## src/design/assert_macros.svh

```systemverilog
// Assertion macros shared by the debounce design files.
`ifndef ASSERT_MACROS_SVH
`define ASSERT_MACROS_SVH

// Check a property on every rising clock edge outside reset.
`define ASSERT_CLKD(label, prop, msg) \
   label: assert property (@(posedge clock) disable iff (reset) (prop)) else $error(msg);

// Check that a condition never holds on any rising clock edge outside reset.
`define ASSERT_NEVER(label, cond, msg) \
   label: assert property (@(posedge clock) disable iff (reset) !(cond)) else $error(msg);

`endif

```

## src/design/dbar_pkg.sv

```systemverilog
// Package: types and constants of the two-key debounce and auto-repeat block.
package dbar_pkg;

   localparam int CFG_W             = 16;
   localparam int COUNT_WIDTH_DEF   = 16;
   localparam int CSR_ADDR_W        = 4;
   localparam int CSR_DATA_W        = 32;

   localparam logic [CFG_W-1:0] FIRST_DELAY_RST    = 16'd100;
   localparam logic [CFG_W-1:0] SLOW_INTERVAL_RST  = 16'd20;
   localparam logic [CFG_W-1:0] FAST_THRESHOLD_RST = 16'd300;
   localparam logic [CFG_W-1:0] FAST_INTERVAL_RST  = 16'd5;

   typedef enum logic [1:0] {
      REG_FIRST_DELAY    = 2'd0,
      REG_SLOW_INTERVAL  = 2'd1,
      REG_FAST_THRESHOLD = 2'd2,
      REG_FAST_INTERVAL  = 2'd3
   } reg_index_type;

   typedef enum logic [1:0] {
      PH_IDLE = 2'd0,
      PH_WAIT = 2'd1,
      PH_SLOW = 2'd2,
      PH_FAST = 2'd3
   } phase_type;

   typedef struct packed {
      logic [CFG_W-1:0] first_delay;
      logic [CFG_W-1:0] slow_interval;
      logic [CFG_W-1:0] fast_threshold;
      logic [CFG_W-1:0] fast_interval;
   } cfg_type;

   typedef struct packed {
      logic advance;
      logic clear;
   } key_cmd_type;

endpackage

```

## src/design/dbar_key.sv

```systemverilog
// Per-key press and two-speed auto-repeat state machine.
`include "assert_macros.svh"

module dbar_key
   import dbar_pkg::*;
#(
   parameter int COUNT_WIDTH = COUNT_WIDTH_DEF
) (
   input  logic        clock,
   input  logic        reset,
   input  key_cmd_type cmd,
   input  cfg_type     cfg,
   output logic        fire
);

   localparam int CMP_W = (COUNT_WIDTH > CFG_W) ? COUNT_WIDTH : CFG_W;

   phase_type              phase_ff,  phase_in;
   logic [COUNT_WIDTH-1:0] hold_ff,   hold_in;
   logic [COUNT_WIDTH-1:0] repeat_ff, repeat_in;
   logic [COUNT_WIDTH-1:0] hold_inc;
   logic [COUNT_WIDTH-1:0] repeat_inc;
   logic                   fire_raw;

   assign hold_inc   = hold_ff + COUNT_WIDTH'(1);
   assign repeat_inc = repeat_ff + COUNT_WIDTH'(1);

   always_ff @(posedge clock) begin
      if (reset) begin
         phase_ff  <= PH_IDLE;
         hold_ff   <= '0;
         repeat_ff <= '0;
      end else begin
         phase_ff  <= phase_in;
         hold_ff   <= hold_in;
         repeat_ff <= repeat_in;
      end
   end

   always_comb begin
      phase_in  = phase_ff;
      hold_in   = hold_ff;
      repeat_in = repeat_ff;
      fire_raw  = 1'b0;
      case (phase_ff)
         PH_IDLE: begin
            fire_raw = 1'b1;
            phase_in = PH_WAIT;
         end
         PH_WAIT: begin
            hold_in = hold_inc;
            if (CMP_W'(hold_inc) >= CMP_W'(cfg.first_delay)) begin
               fire_raw = 1'b1;
               phase_in = PH_SLOW;
            end
         end
         PH_SLOW: begin
            hold_in   = hold_inc;
            repeat_in = repeat_inc;
            if (CMP_W'(repeat_inc) == CMP_W'(cfg.slow_interval)) begin
               fire_raw  = 1'b1;
               repeat_in = '0;
            end
            if (CMP_W'(hold_inc) >= CMP_W'(cfg.fast_threshold)) begin
               fire_raw = 1'b1;
               phase_in = PH_FAST;
            end
         end
         PH_FAST: begin
            hold_in = hold_inc;
            if (CMP_W'(hold_inc) >= CMP_W'(cfg.fast_interval)) begin
               fire_raw = 1'b1;
               hold_in  = '0;
            end
         end
         default: begin
            phase_in = PH_IDLE;
         end
      endcase
      if (cmd.clear) begin
         phase_in  = PH_IDLE;
         hold_in   = '0;
         repeat_in = '0;
      end else if (!cmd.advance) begin
         phase_in  = phase_ff;
         hold_in   = hold_ff;
         repeat_in = repeat_ff;
      end
   end

   assign fire = cmd.advance & fire_raw;

   `ASSERT_CLKD(a_clear_idles, cmd.clear |=> (phase_ff == PH_IDLE && hold_ff == '0 && repeat_ff == '0), "cleared key machine not idle")
   `ASSERT_CLKD(a_press_fires, (cmd.advance && phase_ff == PH_IDLE) |-> fire, "first press did not fire")
   `ASSERT_NEVER(a_cmd_excl, cmd.advance && cmd.clear, "key advanced and cleared together")

endmodule

```

## src/design/two_key_debounce_auto_repeat.sv

```systemverilog
// Top level: two-key debounce with press event and two-speed auto-repeat.
// One input word is one tick carrying the raw active-low levels of keys A and B; each
// accepted word yields exactly one result word with the two event flags. A word is
// accepted every cycle while req_tready is high: the key state machines update at the
// accepting edge and the result is registered. A two-entry output buffer lets one
// further word be taken while rsp is stalled; req_tready drops only when both entries
// are full. Timing registers are to be written over the csr port while no tick is in
// flight (not enforced); hold and repeat counters are COUNT_WIDTH bits and wrap.
`include "assert_macros.svh"

module two_key_debounce_auto_repeat
   import dbar_pkg::*;
#(
   parameter int COUNT_WIDTH = COUNT_WIDTH_DEF
) (
   input  logic                  clock,
   input  logic                  reset,
   input  logic                  req_tvalid,
   output logic                  req_tready,
   input  logic [7:0]            req_tdata,   // [0] raw_a, [1] raw_b, [7:2] zero
   output logic                  rsp_tvalid,
   input  logic                  rsp_tready,
   output logic [7:0]            rsp_tdata,   // [0] event_a, [1] event_b, [7:2] zero
   input  logic                  csr_psel,
   input  logic                  csr_penable,
   input  logic                  csr_pwrite,
   input  logic [CSR_ADDR_W-1:0] csr_paddr,
   input  logic [CSR_DATA_W-1:0] csr_pwdata,
   output logic [CSR_DATA_W-1:0] csr_prdata,
   output logic                  csr_pready
);

   cfg_type       cfg_ff;
   reg_index_type csr_index;
   logic          csr_write;

   logic          last_a_ff, last_b_ff;
   logic          accept;
   logic          press_a, press_b, release_any;
   key_cmd_type   cmd_a, cmd_b;
   logic          fire_a, fire_b;
   logic [1:0]    event_word;

   logic          out_valid_ff, skid_valid_ff;
   logic [1:0]    out_data_ff, skid_data_ff;

   // configuration port
   assign csr_pready = 1'b1;
   assign csr_write  = csr_psel & csr_penable & csr_pwrite & csr_pready;
   assign csr_index  = reg_index_type'(csr_paddr[3:2]);

   always_ff @(posedge clock) begin
      if (reset) begin
         cfg_ff.first_delay    <= FIRST_DELAY_RST;
         cfg_ff.slow_interval  <= SLOW_INTERVAL_RST;
         cfg_ff.fast_threshold <= FAST_THRESHOLD_RST;
         cfg_ff.fast_interval  <= FAST_INTERVAL_RST;
      end else if (csr_write) begin
         case (csr_index)
            REG_FIRST_DELAY:    cfg_ff.first_delay    <= csr_pwdata[CFG_W-1:0];
            REG_SLOW_INTERVAL:  cfg_ff.slow_interval  <= csr_pwdata[CFG_W-1:0];
            REG_FAST_THRESHOLD: cfg_ff.fast_threshold <= csr_pwdata[CFG_W-1:0];
            REG_FAST_INTERVAL:  cfg_ff.fast_interval  <= csr_pwdata[CFG_W-1:0];
            default: begin
            end
         endcase
      end
   end

   always_comb begin
      case (csr_index)
         REG_FIRST_DELAY:    csr_prdata = CSR_DATA_W'(cfg_ff.first_delay);
         REG_SLOW_INTERVAL:  csr_prdata = CSR_DATA_W'(cfg_ff.slow_interval);
         REG_FAST_THRESHOLD: csr_prdata = CSR_DATA_W'(cfg_ff.fast_threshold);
         REG_FAST_INTERVAL:  csr_prdata = CSR_DATA_W'(cfg_ff.fast_interval);
         default:            csr_prdata = '0;
      endcase
   end

   // sample and arbitrate
   assign req_tready  = !skid_valid_ff;
   assign accept      = req_tvalid & req_tready;
   assign press_a     = (req_tdata[0] == last_a_ff) && !req_tdata[0];
   assign press_b     = (req_tdata[1] == last_b_ff) && !req_tdata[1];
   assign release_any = ((req_tdata[0] == last_a_ff) && req_tdata[0]) ||
                        ((req_tdata[1] == last_b_ff) && req_tdata[1]);

   always_comb begin
      cmd_a.advance = accept & press_a;
      cmd_b.advance = accept & !press_a & press_b;
      cmd_b.clear   = accept & (press_a | (!press_b & release_any));
      cmd_a.clear   = accept & !press_a & (press_b | release_any);
   end

   always_ff @(posedge clock) begin
      if (reset) begin
         last_a_ff <= 1'b1;
         last_b_ff <= 1'b1;
      end else if (accept) begin
         last_a_ff <= req_tdata[0];
         last_b_ff <= req_tdata[1];
      end
   end

   dbar_key #(.COUNT_WIDTH(COUNT_WIDTH)) u_key_a (
      .clock (clock),
      .reset (reset),
      .cmd   (cmd_a),
      .cfg   (cfg_ff),
      .fire  (fire_a)
   );

   dbar_key #(.COUNT_WIDTH(COUNT_WIDTH)) u_key_b (
      .clock (clock),
      .reset (reset),
      .cmd   (cmd_b),
      .cfg   (cfg_ff),
      .fire  (fire_b)
   );

   assign event_word = {fire_b, fire_a};

   // output register with skid entry
   always_ff @(posedge clock) begin
      if (reset) begin
         out_valid_ff  <= 1'b0;
         skid_valid_ff <= 1'b0;
      end else if (!out_valid_ff || rsp_tready) begin
         if (skid_valid_ff) begin
            out_valid_ff  <= 1'b1;
            skid_valid_ff <= 1'b0;
         end else begin
            out_valid_ff  <= accept;
         end
      end else if (accept) begin
         skid_valid_ff <= 1'b1;
      end
   end

   always_ff @(posedge clock) begin
      if (!out_valid_ff || rsp_tready) begin
         out_data_ff <= skid_valid_ff ? skid_data_ff : event_word;
      end else if (accept) begin
         skid_data_ff <= event_word;
      end
   end

   assign rsp_tvalid = out_valid_ff;
   assign rsp_tdata  = {6'b0, out_data_ff};

   `ASSERT_CLKD(a_skid_behind_out, skid_valid_ff |-> out_valid_ff, "skid word without output word")
   `ASSERT_CLKD(a_stall_to_skid, (accept && out_valid_ff && !rsp_tready) |=> skid_valid_ff, "stalled word not held in skid")
   `ASSERT_NEVER(a_one_key_fires, fire_a && fire_b, "both keys fired on one tick")

endmodule
```

## config.mk

```make
export PLATFORM = sky130hd
export DESIGN_NAME = two_key_debounce_auto_repeat
export DESIGN_NICKNAME = d
export VERILOG_FILES = /design/src/design/dbar_pkg.sv /design/src/design/dbar_key.sv /design/src/design/two_key_debounce_auto_repeat.sv
export VERILOG_INCLUDE_DIRS = /design/src /design/src/design
export SDC_FILE = /design/constraint.sdc
export NUM_CORES = 1
export LEC_CHECK = 0
export BUFFER_PORTS_ARGS = -buffer_cell sky130_fd_sc_hd__buf_4
export CAP_MARGIN = 10
export CORE_ASPECT_RATIO = 0.6
export CORE_MARGIN = 2
export CORE_UTILIZATION = 55
export CTS_CLUSTER_DIAMETER = 100
export DETAILED_ROUTE_END_ITERATION = 8
export PLACE_DENSITY = 0.78
export SYNTH_ARGS = -nofsm -noshare
export SYNTH_HDL_FRONTEND = slang
export SYNTH_SLANG_ARGS = --single-unit
```

## constraint.sdc

```tcl
create_clock -name clock -period 3.55 [get_ports clock]
set_input_delay 0 -clock clock [delete_from_list [all_inputs] [get_ports clock]]
set_output_delay 0 -clock clock [all_outputs]
set_load 0.02 [all_outputs]
```

* Word-level counts from Yosys, hierarchy flattened *
Index checks and enable logic that the tools add are counted.

operators by class
  $add $sub $neg = 4
  magnitude comparators = 6
  multiplexer cells = 25
  eq/ne operators = 17
  reduce and logical (&&, ||, !) cells = 35
  bitwise operators = 14

operator list
  operator                 number
  $pmux W32 S4             1
  $ge A16 B16 Y1           6
  $add A16 B1 Y16 const B  4
  $mux W16                 4
  $pmux W16 S2             2
  $eq A16 B16 Y1           2
  $reduce_and A2 Y1        9
  $eq A2 B2 Y1 const B     6
  $pmux W2 S3              2
  $and A1 B1 Y1            11
  $mux W2                  5
  $reduce_or A2 Y1         5
  $mux W1                  9
  $ne A2 B1 Y1 const B     4
  $pmux W1 S4              2
  $reduce_and A4 Y1        2
  $eq A2 B1 Y1 const B     3
  $logic_not A1 Y1         6
  $logic_not A2 Y1         3
  $reduce_bool A3 Y1       2
  $logic_and A1 B1 Y1      4
  $reduce_bool A2 Y1       2
  $eq A1 B1 Y1             2
  $logic_or A1 B1 Y1       2
  2 further kinds          3

word-level totals
  word-level logic and storage cells = 117
  bits of input ports = 51
  bits in registers = 140

* Logic depth before layout (Yosys ltp) *
  depth after elaboration = 7
  depth in mapped cells = 15

* Hierarchy *
A second synthesis with hierarchy kept.

second synthesis, totals
  cell total of the unflattened synthesis = 1230
  area, all modules = 10644.0 um^2

by module, submodules not included
  module                        times used  area an instance (um^2)  cells an instance
  two_key_debounce_auto_repeat  1           3568.4                   317
  dbar_key at u_key_a           1           3549.7                   461
  dbar_key at u_key_b           1           3525.9                   452

* Worst setup path after synthesis *
Ideal clock, no wire load.

  path kind = flip-flop to flip-flop
  from = reg u_key_a.hold_ff[2]
  to = reg out_data_ff[0], data pin
  library setup time = 0.274 ns
  data arrival time = 3.117 ns
  setup slack = 0.159 ns
  required time = 3.276 ns
  cell stages (with the launch flop) = 14
  path through = dfxtp_1 nand3_1 nor4_1 and3_1 and3_1 and3_1 xor2_1 ha_1 nand4_1 a2111oi_0 a2bb2oi_1 nand2_1 a2111oi_0 o211ai_1

on the way
  word-level cells in the longest chain between the ends = 6

ends and longest elaborated chain
  item                               line                                            RTL
  start: declaration                 dbar_key.sv:19                                  logic [COUNT_WIDTH-1:0] hold_ff, hold_in;
  start signal: assignment           dbar_key.sv:35                                  hold_ff <= hold_in;
  $add A16 B1 Y16 *                  dbar_key.sv:25                                  assign hold_inc = hold_ff + COUNT_WIDTH'(1);
  $ge A16 B16 Y1 (on tied branches)  dbar_key.sv:71, dbar_key.sv:52, dbar_key.sv:64
  $mux W1 (on tied branches)         dbar_key.sv:71, dbar_key.sv:52, dbar_key.sv:64
  $pmux W1 S4 *                      dbar_key.sv:45                                  case (phase_ff)
  $and A1 B1 Y1 *                    dbar_key.sv:91                                  assign fire = cmd.advance & fire_raw;
  $mux W2 *                          two_key_debounce_auto_repeat.sv:142             out_data_ff <= skid_valid_ff ? skid_data_ff : event_word;
  end signal: assignment             two_key_debounce_auto_repeat.sv:142
  end: declaration                   two_key_debounce_auto_repeat.sv:45              logic [1:0] out_data_ff, skid_data_ff;

Every way passes the cells marked *; elsewhere a longest branch is shown, timed or not.
A chain may end at the register's enable or synchronous reset.

* Worst setup path in the final report *
  from = reg u_key_b.hold_ff[1]
  to = reg u_key_b.phase_ff[1]

on the way
  word-level cells in the longest chain between the ends = 4

ends and longest elaborated chain
  item                                  line                            RTL
  start: declaration                    dbar_key.sv:19
  start signal: assignment              dbar_key.sv:35
  $add A16 B1 Y16 *                     dbar_key.sv:25
  $ge A16 B16 Y1 (on tied branches)     dbar_key.sv:64, dbar_key.sv:52
  $ne A2 B1 Y1 (no source line)         n/a
  $reduce_and A4 Y1 (no source line) *  n/a
  end signal: assignment                dbar_key.sv:34                  phase_ff <= phase_in;
  end: declaration                      dbar_key.sv:18                  phase_type phase_ff, phase_in;

Marks and branches as above.

==> impl_metrics.json <==
{
  "grt_most_used_layer": "met1",
  "postRouteAntennaNets": 0,
  "area_growth_from_synthesis_to_layout_pct": 18.0,
  "antenna_violations_before_repair": 0,
  "max_slew.worst_pin.slew_ps": 847,
  "insertedDiodeCount": 0,
  "reg2reg_setup_slack_ps": 10,
  "power.density_nw_per_um2": 302,
  "vias_in_the_first_global_route": 9320,
  "worst-path-max-fanout": 4,
  "final_util": 0.671,
  "num_io_pins": 94,
  "worst_slew_margin_rel": 0.431,
  "worstHoldStart": "reset",
  "hold_worst_path_end": "cfg_ff[46]",
  "power.leakage_nw": 5.06,
  "hpwl_um": 24300,
  "first_iter_violations": 1367,
  "worst_setup_path_startpoint": "u_key_b.hold_ff[1]",
  "grt_first_pass_wirelength_um": 50700,
  "global_route.usage.met1": 0.494,
  "power.total_mw": 3.71,
  "maximum_capacitance_violations": 0,
  "routed-via-count": 10300,
  "initial_standard_cell_utilization_of_the_core": 0.569,
  "synth-async-reset-ratio": 0,
  "r2r_cells": 12,
  "synth_top_cells_by_area": "sky130_fd_sc_hd__dfxtp_1 (26%), sky130_fd_sc_hd__ha_1 (13%), sky130_fd_sc_hd__nand2_1 (7.5%), sky130_fd_sc_hd__a21oi_1 (5.0%), sky130_fd_sc_hd__nand3_1 (4.4%)",
  "wl_per_cell_um": 19.8,
  "ff_latch_area_um2": 2850,
  "via_per_instance_ratio": 6.30,
  "worst_skew_pair.late_latency_ps": 440,
  "floorplan.die_area_um2": 20100,
  "placement.io_buffers": 46,
  "synth_flop_cell": "sky130_fd_sc_hd__dfxtp_1",
  "total_number_of_h_tree_levels": 4,
  "numClockSinks": 140,
  "drt_pre_antenna_iters": 5,
  "timing_hold_violations_final": 0,
  "cts-buffers-inserted": 17,
  "synth_edf_count": 4,
  "avgSynthCellArea_um2": 7.90,
  "fill_cells": 1520,
  "netlist.top_cell.by_area": "sky130_fd_sc_hd__dfxtp_1",
  "critical_path.startpoint_type": "flop",
  "die_h_um": 111,
  "synth.yosys.warnings": 0,
  "clockBufferDepth": 2,
  "fin_skew_ps": 8.67,
  "largest_vdd_supply_drop_mv": 0.339,
  "drive_above_1_share": 0.165,
  "synth_seq_area_share": 0.273,
  "worst_setup_path_end_kind": "flop",
  "syn-instance-count": 1318,
  "pre_cts_slack_ps": -439,
  "routed_wl_um": 32600,
  "grt.overflow.total": 0,
  "min_period_over_period": 0.996,
  "postLayoutSetupSlackWorst_ps": 13.7,
  "ys_types": 73,
  "post_synthesis_sequential_element_count": 140,
  "globalRouteTotalUtil": 0.323,
  "clock-root-buffer": "sky130_fd_sc_hd__clkbuf_16",
  "multi_input_comb_area_um2": 7270,
  "groute.layer.met2.usage": 0.444,
  "outcome": "complete, no violations",
  "placeableCoreArea_um2": 18300,
  "period_needed_ps": 3540,
  "placementRows": 38,
  "regToRegStartpoint": "u_key_b.hold_ff[1]",
  "grt.met3_usage": 0.0858,
  "timing.final.setup_violations": 0,
  "cp_data_required_time_ps": 3870,
  "syn_area_um2": 10400,
  "holdPathStages": 2,
  "worst_r2r_endpoint": "u_key_b.phase_ff[1]",
  "fin_nets": 1555,
  "die_width_um": 182,
  "route.detailed.drc": 0,
  "drv_slew": 0,
  "post-synth-top-area-fraction": 0.261,
  "cts.reportedPaths.clkPinSlew_ps": 60,
  "grt_setup_unrepaired": "true",
  "worst-endpoint-arrival_ps": 3860,
  "critPathKind": "reg -> reg",
  "max_freq_mhz": 283,
  "clock_tree_from_tritoncts": "done",
  "worst_hold_path_type": "in -> reg",
  "gp_congestion": 1.01,
  "grt_start_max_net_pins": 73
}
[routing by layer]
layer | up-vias | wire length (um)
li1 | 4862 | -
met2 | 565 | 12900
met3 | 49 | 4240
met4 | 0 | 494
met5 | - | 0
met1 | 4870 | 14900
[flip-flops by register name (all words and copies together), names as in the netlist]
signal / flops
u_key_b.phase_ff: 2
u_key_b.hold_ff: 16
skid_data_ff: 2
u_key_a.phase_ff: 2
u_key_b.repeat_ff: 16
last_a_ff: 1
skid_valid_ff: 1
out_data_ff: 2
cfg_ff: 64
last_b_ff: 1
u_key_a.repeat_ff: 16
u_key_a.hold_ff: 16
rsp_tvalid: 1
[repair_timing]
item | CTS | global route
resized for setup | 17 | 52
hold buffers | 21 | 0
endpoints found under the hold margin | 68 | 0
buffers inserted | 1 | 3
pin swaps | 3 | 9
endpoints found under the setup margin | 21 | 40
[how the worst max path moves through the flow]
stage / end
after floorplan: out_data_ff[0]
after global placement: out_data_ff[0]
after detailed placement: out_data_ff[0]
after CTS: out_data_ff[1]
after global routing: skid_data_ff[0]
final: u_key_b.phase_ff[1]
[logic make-up after synthesis]
| kind of cell | count (synthesis) | share of synthesized area |
|---|---|---|
| multiplexers | 18 | 0.0366 |
| flip-flops | 140 | 0.273 |
| AO/OA/AOI/OAI | 264 | 0.164 |
| other | 2 | 0.000721 |
| buffers and inverters | 162 | 0.0695 |
| adder cells (fa/ha/maj) | 112 | 0.135 |
| XOR/XNOR | 74 | 0.0622 |
| AND/OR/NAND/NOR | 546 | 0.259 |
[critical path, cell delays in order (launching register included)]
cell	delay, ps
sky130_fd_sc_hd__dfxtp_1	380
sky130_fd_sc_hd__ha_2	230
sky130_fd_sc_hd__xor2_1	630
sky130_fd_sc_hd__ha_1	300
sky130_fd_sc_hd__o21a_1	130
sky130_fd_sc_hd__nor2_1	50
sky130_fd_sc_hd__buf_4	150
sky130_fd_sc_hd__o31ai_1	510
sky130_fd_sc_hd__a2111oi_1	190
sky130_fd_sc_hd__buf_4	180
sky130_fd_sc_hd__or4_1	380
sky130_fd_sc_hd__o21ai_0	200
sky130_fd_sc_hd__a21oi_1	100
[power breakdown]
group          internal [mW]  switching [mW]  leakage, nW  total, mW
clock network           1.06           0.735        0.279       1.80
logic                  0.109           0.193         3.64      0.302
registers               1.59          0.0174         1.14       1.61
[cells in the final DEF (no fill, tap or decap), types with 7 or more instances in the layout]
cell type,count
sky130_fd_sc_hd__buf_4,109
sky130_fd_sc_hd__and3_1,26
sky130_fd_sc_hd__xor2_2,7
sky130_fd_sc_hd__a211oi_1,17
sky130_fd_sc_hd__nor2_1,49
sky130_fd_sc_hd__mux4_2,16
sky130_fd_sc_hd__or4_1,7
sky130_fd_sc_hd__nor3_1,21
sky130_fd_sc_hd__ha_1,109
sky130_fd_sc_hd__o21ai_0,24
sky130_fd_sc_hd__nand4_1,31
sky130_fd_sc_hd__xnor2_2,7
sky130_fd_sc_hd__dfxtp_1,127
sky130_fd_sc_hd__nand3_1,90
sky130_fd_sc_hd__o22ai_1,14
sky130_fd_sc_hd__dlygate4sd3_1,21
sky130_fd_sc_hd__nand3b_1,11
sky130_fd_sc_hd__or3_1,15
sky130_fd_sc_hd__or2_2,7
sky130_fd_sc_hd__xnor2_1,31
sky130_fd_sc_hd__conb_1,23
sky130_fd_sc_hd__a21oi_1,102
sky130_fd_sc_hd__a21o_1,23
sky130_fd_sc_hd__nand2b_1,12
sky130_fd_sc_hd__inv_1,65
sky130_fd_sc_hd__a31oi_1,14
sky130_fd_sc_hd__clkbuf_16,17
sky130_fd_sc_hd__nand2_1,204
sky130_fd_sc_hd__dfxtp_2,9
sky130_fd_sc_hd__xor2_1,28
sky130_fd_sc_hd__a211o_1,10
sky130_fd_sc_hd__nor4_1,23
sky130_fd_sc_hd__nor2b_1,9
sky130_fd_sc_hd__o31ai_1,8
[synth_stat cells, drive strengths merged (5+ instances only)]
master,n
xor2,36
nor4,25
nor2,51
nand4,31
nand3,95
a2111oi,8
or3,15
a211oi,18
buf,42
a31oi,14
o31ai,9
ha,112
mux4,16
and3,32
a21oi,105
clkbuf,55
o22ai,16
a211o,10
o21ai,26
xnor2,38
nand2b,12
or2,7
a21o,23
inv,65
nand2,207
or4,7
dfxtp,136
nand3b,11
o211ai,5
nor3,24
nor2b,10
[per-stage QoR]
stage	instance area (um2)	instances	TNS (ps)	hold slack (ps)
floorplan	10500	1339	0	118
global route	12300	1643	-163	159
finish	12300	1643	0	112
CTS	12000	1640	0	107
global placement	11100	1588	-672	246
detailed placement	11100	1588	-1360	250
[area by class of cell]
class | instances | area share
multi-input combinational | 1037 | 0.591
sequential | 140 | 0.232
timing repair buffer | 131 | 0.0853
clock buffer | 20 | 0.0372
tap | 240 | 0.0244
inverter | 65 | 0.0199
clock inverter | 10 | 0.00947
Power figures use the tool's default switching activity.
